### src/sv/tcc_pkg.sv
// Shared types and constants for the thermostat clock controller.
// No dependencies; imported by every module of the block.
`default_nettype none

package tcc_pkg;

   // Command codes carried in an input word
   typedef enum logic [2:0] {
      CMD_TICK   = 3'd0,
      CMD_MODE   = 3'd1,
      CMD_UP     = 3'd2,
      CMD_DOWN   = 3'd3,
      CMD_ONOFF  = 3'd4,
      CMD_SAMPLE = 3'd5
   } cmd_type;

   // Operating modes
   typedef enum logic [1:0] {
      MODE_RUN      = 2'd0,
      MODE_SET_HOUR = 2'd1,
      MODE_SET_MIN  = 2'd2,
      MODE_SET_TEMP = 2'd3
   } mode_type;

   // Registered input word, handed from the input stage to the state units
   typedef struct packed {
      logic       fire;
      cmd_type    cmd;
      logic [7:0] temperature;
   } step_type;

   localparam logic [7:0] TPS_RESET  = 8'd20;
   localparam logic [5:0] SEC_MAX    = 6'd59;
   localparam logic [5:0] MIN_MAX    = 6'd59;
   localparam logic [4:0] HOUR_MAX   = 5'd23;
   localparam logic [4:0] HOUR_RESET = 5'd12;
   localparam logic [6:0] SET_MAX    = 7'd99;
   localparam logic [6:0] SET_MIN    = 7'd1;

endpackage

`default_nettype wire

### src/sv/tcc_clock.sv
// Time-of-day counters: sub-second ticks, seconds, minutes, hours.
// Depends on tcc_pkg; set-hour and set-minute keys come in via the mode.
`default_nettype none

module tcc_clock
   import tcc_pkg::*;
(
   input  wire logic       clock,
   input  wire logic       reset,
   input  wire step_type   step,
   input  wire mode_type   mode,
   input  wire logic [7:0] ticks_per_second,
   output logic      [4:0] hours,
   output logic      [5:0] minutes,
   output logic      [5:0] seconds
);

   logic [7:0] tick_ff, tick_in;
   logic [5:0] sec_ff, sec_in;
   logic [5:0] min_ff, min_in;
   logic [4:0] hour_ff, hour_in;
   logic [7:0] tick_inc;
   logic       sec_carry, min_carry, hour_carry;

   // Carry chain for a tick word
   assign tick_inc   = tick_ff + 8'd1;
   assign sec_carry  = (tick_inc >= ticks_per_second);
   assign min_carry  = sec_carry && (sec_ff >= SEC_MAX);
   assign hour_carry = min_carry && (min_ff >= MIN_MAX);

   // Next counter values
   always_comb begin
      tick_in = tick_ff;
      sec_in  = sec_ff;
      min_in  = min_ff;
      hour_in = hour_ff;
      if (step.fire) begin
         unique case (step.cmd)
            CMD_TICK: begin
               tick_in = sec_carry ? 8'd0 : tick_inc;
               if (sec_carry) begin
                  sec_in = min_carry ? 6'd0 : sec_ff + 6'd1;
               end
               if (min_carry) begin
                  min_in = hour_carry ? 6'd0 : min_ff + 6'd1;
               end
               if (hour_carry) begin
                  hour_in = (hour_ff >= HOUR_MAX) ? 5'd0 : hour_ff + 5'd1;
               end
            end
            CMD_UP: begin
               if (mode == MODE_SET_HOUR) begin
                  hour_in = (hour_ff >= HOUR_MAX) ? HOUR_MAX : hour_ff + 5'd1;
               end else if (mode == MODE_SET_MIN) begin
                  min_in = (min_ff >= MIN_MAX) ? MIN_MAX : min_ff + 6'd1;
               end
            end
            CMD_DOWN: begin
               if (mode == MODE_SET_HOUR && hour_ff != 5'd0) begin
                  hour_in = hour_ff - 5'd1;
               end else if (mode == MODE_SET_MIN && min_ff != 6'd0) begin
                  min_in = min_ff - 6'd1;
               end
            end
            default: begin
            end
         endcase
      end
   end

   always_ff @(posedge clock) begin
      if (reset) begin
         tick_ff <= 8'd0;
         sec_ff  <= 6'd0;
         min_ff  <= 6'd0;
         hour_ff <= HOUR_RESET;
      end else begin
         tick_ff <= tick_in;
         sec_ff  <= sec_in;
         min_ff  <= min_in;
         hour_ff <= hour_in;
      end
   end

   assign hours   = hour_ff;
   assign minutes = min_ff;
   assign seconds = sec_ff;

endmodule

`default_nettype wire

### src/sv/tcc_ctrl.sv
// Mode, setpoint, enable and hysteresis cooling control.
// Depends on tcc_pkg; feeds the mode to the clock counters.
`default_nettype none

module tcc_ctrl
   import tcc_pkg::*;
(
   input  wire logic     clock,
   input  wire logic     reset,
   input  wire step_type step,
   output mode_type      mode,
   output logic    [6:0] setpoint,
   output logic          enabled,
   output logic          cooling_on
);

   mode_type   mode_ff, mode_in;
   logic [6:0] set_ff, set_in;
   logic       en_ff, en_in;
   logic       cool_ff, cool_in;
   logic       temp_high, temp_low;

   // Hysteresis thresholds: on at setpoint+1 or above, off below setpoint
   assign temp_high = ({1'b0, step.temperature} >= ({2'b00, set_ff} + 9'd1));
   assign temp_low  = (step.temperature < {1'b0, set_ff});

   always_comb begin
      mode_in = mode_ff;
      set_in  = set_ff;
      en_in   = en_ff;
      cool_in = cool_ff;
      if (step.fire) begin
         unique case (step.cmd)
            CMD_MODE: mode_in = mode_type'(mode_ff + 2'd1);
            CMD_UP: begin
               if (mode_ff == MODE_SET_TEMP) begin
                  set_in = (set_ff >= SET_MAX) ? SET_MAX : set_ff + 7'd1;
               end
            end
            CMD_DOWN: begin
               if (mode_ff == MODE_SET_TEMP) begin
                  set_in = (set_ff <= 7'd2) ? SET_MIN : set_ff - 7'd1;
               end
            end
            CMD_ONOFF: begin
               en_in = !en_ff;
               if (en_ff) begin
                  cool_in = 1'b0;
               end
            end
            CMD_SAMPLE: begin
               if (!en_ff) begin
                  cool_in = 1'b0;
               end else if (temp_high) begin
                  cool_in = 1'b1;
               end else if (temp_low) begin
                  cool_in = 1'b0;
               end
            end
            default: begin
            end
         endcase
      end
   end

   always_ff @(posedge clock) begin
      if (reset) begin
         mode_ff <= MODE_RUN;
         set_ff  <= 7'd0;
         en_ff   <= 1'b0;
         cool_ff <= 1'b0;
      end else begin
         mode_ff <= mode_in;
         set_ff  <= set_in;
         en_ff   <= en_in;
         cool_ff <= cool_in;
      end
   end

   assign mode       = mode_ff;
   assign setpoint   = set_ff;
   assign enabled    = en_ff;
   assign cooling_on = cool_ff & en_ff;

endmodule

`default_nettype wire

### src/sv/thermostat_clock_controller_top.sv
// Thermostat clock controller: input stage, state units and result handshake.
// Depends on tcc_pkg, tcc_clock and tcc_ctrl.
//
// Usage:
//   req channel: one word per tick, key press or temperature sample
//   (req_cmd, req_temperature), taken at an edge with req_valid high and
//   req_stall low.
//   rsp channel: one word per request, a snapshot of clock, mode, setpoint,
//   enable and cooling after that request, taken when rsp_valid is high and
//   rsp_stall low.
//   csr channel: writes ticks_per_second; csr_ready is always high. Write
//   only while no request is in flight.
// Path: a request taken into the input register moves into the state
//   registers, which double as the result register, once the result slot frees.
// Throughput: one word per cycle while no result waits under rsp_stall.
// Stall: while a result waits under rsp_stall, one more request is held in
//   the input register and req_stall rises.
// Reset: clock 12:00:00, run mode, setpoint 0, control off, cooling off,
//   ticks_per_second 20, both channels empty.
`default_nettype none

module thermostat_clock_controller_top
   import tcc_pkg::*;
(
   input  wire logic       clock,
   input  wire logic       reset,
   input  wire logic       req_valid,
   output logic            req_stall,
   input  wire logic [2:0] req_cmd,
   input  wire logic [7:0] req_temperature,
   output logic            rsp_valid,
   input  wire logic       rsp_stall,
   output logic      [4:0] rsp_hours,
   output logic      [5:0] rsp_minutes,
   output logic      [5:0] rsp_seconds,
   output logic      [1:0] rsp_mode,
   output logic      [6:0] rsp_setpoint,
   output logic            rsp_enabled,
   output logic            rsp_cooling_on,
   input  wire logic       csr_valid,
   output logic            csr_ready,
   input  wire logic [7:0] csr_data
);

   logic       in_valid_ff;
   cmd_type    in_cmd_ff;
   logic [7:0] in_temp_ff;
   logic       rsp_valid_ff, rsp_valid_in;
   logic [7:0] tps_ff;
   logic       advance;
   step_type   step;
   mode_type   mode;

   // Result slot frees when empty or taken this cycle
   assign advance   = !rsp_valid_ff || !rsp_stall;
   assign req_stall = in_valid_ff && !advance;
   assign csr_ready = 1'b1;

   // Input register
   always_ff @(posedge clock) begin
      if (reset) begin
         in_valid_ff <= 1'b0;
      end else if (!req_stall) begin
         in_valid_ff <= req_valid;
      end
   end

   always_ff @(posedge clock) begin
      if (!req_stall) begin
         in_cmd_ff  <= cmd_type'(req_cmd);
         in_temp_ff <= req_temperature;
      end
   end

   // Word handed to the state units
   assign step.fire        = in_valid_ff && advance;
   assign step.cmd         = in_cmd_ff;
   assign step.temperature = in_temp_ff;

   // Result valid flag
   assign rsp_valid_in = advance ? in_valid_ff : rsp_valid_ff;

   always_ff @(posedge clock) begin
      if (reset) begin
         rsp_valid_ff <= 1'b0;
      end else begin
         rsp_valid_ff <= rsp_valid_in;
      end
   end

   // Ticks-per-second register
   always_ff @(posedge clock) begin
      if (reset) begin
         tps_ff <= TPS_RESET;
      end else if (csr_valid && csr_ready) begin
         tps_ff <= csr_data;
      end
   end

   tcc_clock u_clock (
      .clock            (clock),
      .reset            (reset),
      .step             (step),
      .mode             (mode),
      .ticks_per_second (tps_ff),
      .hours            (rsp_hours),
      .minutes          (rsp_minutes),
      .seconds          (rsp_seconds)
   );

   tcc_ctrl u_ctrl (
      .clock      (clock),
      .reset      (reset),
      .step       (step),
      .mode       (mode),
      .setpoint   (rsp_setpoint),
      .enabled    (rsp_enabled),
      .cooling_on (rsp_cooling_on)
   );

   assign rsp_mode  = mode;
   assign rsp_valid = rsp_valid_ff;

`ifndef SYNTHESIS
   // Result fields stay inside their ranges
   a_ranges: assert property (@(posedge clock) disable iff (reset)
      rsp_hours <= HOUR_MAX && rsp_minutes <= MIN_MAX &&
      rsp_seconds <= SEC_MAX && rsp_setpoint <= SET_MAX)
      else $error("result field out of range");

   // Cooling is never driven while control is off
   a_cool_en: assert property (@(posedge clock) disable iff (reset)
      rsp_cooling_on |-> rsp_enabled)
      else $error("cooling on while disabled");

   // A word leaving the input register always produces a result
   a_fire_rsp: assert property (@(posedge clock) disable iff (reset)
      step.fire |=> rsp_valid)
      else $error("result lost after input word fired");

   // Held result does not move while stalled
   a_hold: assert property (@(posedge clock) disable iff (reset)
      rsp_valid && rsp_stall |=> $stable(rsp_hours) && $stable(rsp_minutes) &&
      $stable(rsp_seconds) && $stable(rsp_setpoint) && $stable(rsp_cooling_on))
      else $error("stalled result changed");
`endif

endmodule

`default_nettype wire
### config.mk
export PLATFORM = sky130hd
export DESIGN_NAME = thermostat_clock_controller_top
export DESIGN_NICKNAME = d
export VERILOG_FILES = /design/src/sv/tcc_pkg.sv /design/src/sv/tcc_clock.sv /design/src/sv/tcc_ctrl.sv /design/src/sv/thermostat_clock_controller_top.sv
export SDC_FILE = /design/constraint.sdc
export NUM_CORES = 1
export LEC_CHECK = 0
export ABC_CLOCK_PERIOD_IN_PS = 5850
export BUFFER_PORTS_ARGS = -buffer_cell sky130_fd_sc_hd__buf_2
export CAP_MARGIN = 20
export CORE_MARGIN = 5
export CORE_UTILIZATION = 35
export CTS_CLUSTER_DIAMETER = 100
export DETAILED_ROUTE_END_ITERATION = 10
export MAX_ROUTING_LAYER = met4
export SYNTH_ARGS = -nofsm -noshare
export SYNTH_HDL_FRONTEND = slang
export SYNTH_SLANG_ARGS = --single-unit
export TNS_END_PERCENT = 20
### constraint.sdc
create_clock -name clock -period 5.85 [get_ports clock]
set_input_delay 0.585 -clock clock [delete_from_list [all_inputs] [get_ports clock]]
set_output_delay 0.585 -clock clock [all_outputs]
set_load 0.03 [all_outputs]
* Yosys cells after proc, flatten, opt, wreduce, memory -nomap -nowiden *
Cells that the tools add are included.

cells by class
  reductions and logical operators = 25
  equality and inequality tests = 20
  mux-type cells = 26
  bitwise operators = 1
  order comparisons = 8
  add/sub/neg operators = 10

operators with widths
  kind                                                            count
  2-to-1 mux 6 bit                                                8
  2-to-1 mux 7 bit                                                4
  2-to-1 mux 5 bit                                                5
  inequality test 2 x 1 -> 1 bit, second input constant           9
  one-hot mux 6 bit (3 select lines)                              1
  one-hot mux 5 bit (3 select lines)                              1
  one-hot mux 7 bit (2 select lines)                              1
  adder 6 x 1 -> 6 bit, second input constant                     2
  >= comparator 6 bit, second input constant                      2
  >= comparator 8 x 9 -> 1 bit                                    1
  adder 7 x 1 -> 8 bit, second input constant                     1
  adder 8 x 1 -> 8 bit, second input constant                     1
  >= comparator 8 bit                                             1
  less-than comparator 8 x 7 -> 1 bit                             1
  2-to-1 mux 8 bit                                                1
  AND reduction 4 bit                                             2
  adder 7 x 1 -> 7 bit, second input constant                     1
  >= comparator 7 bit, second input constant                      1
  less-or-equal comparator 7 x 2 -> 1 bit, second input constant  1
  AND reduction 7 bit                                             1
  subtractor 7 x 1 -> 7 bit, second input constant                1
  equality test 3 x 2 -> 1 bit, second input constant             2
  equality test 3 bit, second input constant                      2
  logical AND 1 bit                                               6
  23 further kinds                                                34

storage, ports and cells
  word-level logic and storage cells = 103
  output and inout bits = 31
  register bits = 57
  input bits = 24

* Longest topological paths before layout *
  word-level depth = 7
  depth in mapped cells = 13
  gate-level depth less buffers = 11

* Hierarchy *
Synthesis repeated with hierarchy kept, for this count alone.

second synthesis, totals
  cells, all modules = 459
  area total of the unflattened synthesis = 4095.2 um2

by module, submodules not included
  module                           cells each  sequential area each (um2)  times used  area each (um2)
  tcc_clock                        263         500.5                       1           2237.1
  tcc_ctrl                         148         220.2                       1           1148.6
  thermostat_clock_controller_top  48          530.5                       1           709.4

* Worst setup path after synthesis *
Ideal clock, no wire load.

  path type = register -> register
  start point = reg u_clock.tick_ff[2]
  end point = reg u_clock.min_ff[3], in the netlist u_clock.minutes[3]
  library setup time = 134 ps
  arrival time = 2472 ps
  data required time = 5716 ps
  slack = 3244 ps
  period minus slack after synthesis = 2606 ps
  stages on the path, launching flop included = 12
  path buffers = 1
  cells stage by stage = dfxtp_1 and3_1 and3_1 nand3_1 xnor2_1 ha_1 nand4_1 o31ai_1 buf_2 a21oi_1 o311ai_0 o31ai_1

on the way
  cells in the longest elaborated chain, start to end = 7
  elaborated cells on any way between the ends = 9
  those cells by class = add/sub: 1; order compare: 1; eq/ne: 1; mux: 3; reduce/logical: 3

RTL lines
  what                                line             RTL
  start, declared                     tcc_clock.sv:18  logic [7:0] tick_ff, tick_in;
  start signal, assigned              tcc_clock.sv:78  tick_ff <= tick_in;
  adder 8 x 1 -> 8 bit *              tcc_clock.sv:26  assign tick_inc = tick_ff + 8'd1;
  >= comparator 8 bit *               tcc_clock.sv:27  assign sec_carry = (tick_inc >= ticks_per_second);
  logical AND 1 bit *                 tcc_clock.sv:28  assign min_carry = sec_carry && (sec_ff >= SEC_MAX);
  logical AND 1 bit                   tcc_clock.sv:29  assign hour_carry = min_carry && (min_ff >= MIN_MAX);
  2-to-1 mux 6 bit                    tcc_clock.sv:45  min_in = hour_carry ? 6'd0 : min_ff + 6'd1;
  2-to-1 mux 6 bit                    tcc_clock.sv:44  if (min_carry) begin
  one-hot mux 6 bit (3 select lines)  tcc_clock.sv:38  unique case (step.cmd)
  end signal, assigned                tcc_clock.sv:80  min_ff <= min_in;
  end, declared                       tcc_clock.sv:20  logic [5:0] min_ff, min_in;

Every way passes the cells marked *; elsewhere a longest branch is shown, timed or not. The select of a mux whose other input is x is not followed.
A chain may end at the register's enable or synchronous reset.

* Final worst setup path *
  start point = reg u_clock.tick_ff[2]
  end point = reg u_clock.hour_ff[2], in the netlist u_clock.hours[2]

on the way
  cells in the longest elaborated chain, start to end = 6

RTL lines
  what                                      line             RTL
  adder 8 x 1 -> 8 bit                      tcc_clock.sv:26
  >= comparator 8 bit                       tcc_clock.sv:27
  logical AND 1 bit                         tcc_clock.sv:28
  logical AND 1 bit                         tcc_clock.sv:29
  inequality test 2 x 1 -> 1 bit (no line)  --
  AND reduction 5 bit (no line)             --
  end signal, assigned                      tcc_clock.sv:81  hour_ff <= hour_in;
  end, declared                             tcc_clock.sv:21  logic [4:0] hour_ff, hour_in;

No other way between the ends.

==> results.ini <==
[status]
status=complete, no violations

[clocking]
clk_latency_ps=350
htree_levels=3
hold_buffers=0
cts_tree=yes
cts_setup_buffers=0
cts_buffer_depth=2
clk_pin_slew_worst_paths_ps=70
ctsResizeCount=0
cts_buffers=9
clock-sinks=57
root_buffer=clkbuf_8

[finish]
fin_nets=568
drive_above_1_share=0.154
fillCellCount=1135
area_growth_pct=13.0
final_common_cell=buf_2
multiInputGateArea_um2=2400
finish.utilization=0.405
n_antenna_cell=0
layout_common_cells=53 x buf_2, 46 x dfxtp_1, 41 x nor2_1
register_area_um2=1250

[yosys]
ys_async_sr_fraction=0
ys.flop_type=dfxtp_1
synth_edf_count=11
syn_area_um2=3880
synthDistinctLibCells=64
ys_ff_latch=57
yosysSeqAreaShare=0.322
syn_nets=526
synthCells=466
avgSynthCellArea_um2=8.34
ys_warn_count=0

[floorplanning]
die_w_um=115
die_y_um=115
start_util=0.358
io_pins=55
dieArea_um2=13300
fp-row-count=38
core_area_um2=10800

[worst_setup_path]
critPathRequiredTime_ps=6090
crit_path_top_delay_cell=dfxtp_1
max_stage_delay_ps=390
crit_buf_inv=1
end_kind=flop
crit_family=simple AND/OR/NAND/NOR gates
path_cells=and3_1 > and3_1 > nand3_1 > xnor2_1 > ha_1 > nand4_1 > o31ai_2 > buf_4 > a31oi_1 > or2_1 > o31a_1
startpoint_type=flop
crit_type=flop to flop
cp.arrival_ps=3290
worst-path-max-fanout=21
crit_top_cell=and3_1

[drt]
vias=3529
drc_errors=0
avgViaCountPerCell=5.40
first_iter_violations=225
ant_nets=0
routed_wl_um=9890
avgRoutedWirePerCell_um=15.1
dr.pass1.iters=5

[timing]
setup_violations=0
fin_crit_sh=0.522
worst_pin_slew_ps=915
hold_viol=0
fin_crit_ps=3050
final.setup.tns_ps=0
slew_headroom=0.388
rsz0062_at_grt=no
fin_skew_ps=9.27
slew_violations=0
max_freq_mhz=328

[grt]
antenna_found_initial=0
grt_start_max_net_pins=43
gr-total-overflow=0
grt_pass1_vias=3524
grt_first_pass_wirelength_um=16600
grtUsageTotal=0.160

[power_and_ir_drop]
power.density_nw_per_um2=187
p_leak_nw=1.84
peakVddDrop_mv=0.0848

[placement]
place.detailed.hpwl_um=7220
numPortBuffers=53
place_congestion=0.876

[flow_run]
cap_violations=0

[worst_hold_path]
hold_path_class=input pin to flop

## sequential cells by signal, indices dropped and copies added (netlist names), 2 cells and up
signal and cells:
in_cmd_ff 3, in_temp_ff 8, tps_ff 8, u_clock.hours 5
u_clock.minutes 6, u_clock.seconds 6, u_clock.tick_ff 8, u_ctrl.mode 2
u_ctrl.setpoint 7
## routing by layer
layer  GRT usage  vias to the layer above  routed length (µm)
li1            -                     1772                   -
met1       0.207                     1640                4790
met2       0.236                      100                4320
met3      0.0395                       17                 524
met4      0.0704                        0                 248
met5           -                        -                   0
## cells in the mapped netlist, types with 3 or more instances
master,instances,area share
o22ai_1,3,0.0048
nor3_1,9,0.012
and3_1,9,0.014
a311oi_1,4,0.0090
nand3b_1,9,0.017
a21o_1,6,0.012
nand3_1,16,0.021
nor4_1,3,0.0048
a211oi_1,4,0.0077
nor2_1,41,0.040
nand4_1,4,0.0064
a22oi_1,3,0.0058
a21oi_1,34,0.044
o31ai_1,4,0.0077
nand2_1,40,0.039
buf_2,9,0.012
a2111oi_0,3,0.0068
and2_1,4,0.0064
o21ai_0,20,0.026
o21a_1,6,0.012
inv_1,32,0.031
nand2b_1,6,0.0097
o211ai_1,10,0.019
or3_1,5,0.0081
nor2b_1,4,0.0064
dfxtp_1,46,0.24
xnor2_1,12,0.027
mux2i_1,8,0.021
ha_1,36,0.12
edfxtp_1,11,0.085
a31oi_1,9,0.014
xor2_1,8,0.018
clkbuf_1,9,0.0087
## logic make-up (layout without fill, tap and decap cells)
kind of cell | count (synthesis) | after routing | share of synthesized area
simple gates | 158 | 158 | 0.201
flops | 57 | 57 | 0.322
compound gates | 130 | 130 | 0.232
xor+xnor | 20 | 20 | 0.0451
mux | 8 | 8 | 0.0206
buf+inv | 56 | 103 | 0.0622
other cells | 1 | 1 | 0.000965
fa+ha+maj | 36 | 36 | 0.116
## final timing paths
kind                           start               end  slack, ps  cells past startpoint
setup / recovery  u_clock.tick_ff[2]  u_clock.hours[2]       2800                     11
hold / removal    req_temperature[2]     in_temp_ff[2]        420                      1
setup reg to reg  u_clock.tick_ff[2]  u_clock.hours[2]       2800                     11
hold reg to reg       u_ctrl.cool_ff    u_ctrl.cool_ff        470                      2
## worst register-to-register path, cell delays in order (launching register included)
cell     delay (ps)
dfxtp_1         390
and3_1          260
and3_1          250
nand3_1         110
xnor2_1         160
ha_1            320
nand4_1         110
o31ai_2         210
buf_4           270
a31oi_1         220
or2_1           350
o31a_1          300
## power breakdown
part           total [mW]  internal (mW)  switching [mW]
Combinational      0.0829         0.0320          0.0509
Sequential          0.421          0.411          0.0103
Clock               0.317          0.162           0.155
Total               0.821          0.605           0.216
## final cells by class
cell class              count  area share
repair buffers             55      0.0639
well taps                 140      0.0399
clock inverters             4     0.00456
multi-input cells         353       0.546
inverters                  32      0.0274
flip-flops and latches     57       0.285
clock buffers              12      0.0331
## stage by stage
step	hold slack [ps]	cell area, µm²	instances	total power [mW]	worst slack, ps
floorplan	436	3880	466	0.485	3240
global placement	458	4220	637	0.510	2960
detailed placement	460	4220	637	0.512	2810
CTS	400	4390	653	0.832	2810
global route	390	4390	653	0.863	2510
finish	416	4390	653	0.821	2800
No activity file was read; power rests on OpenSTA's default activity.
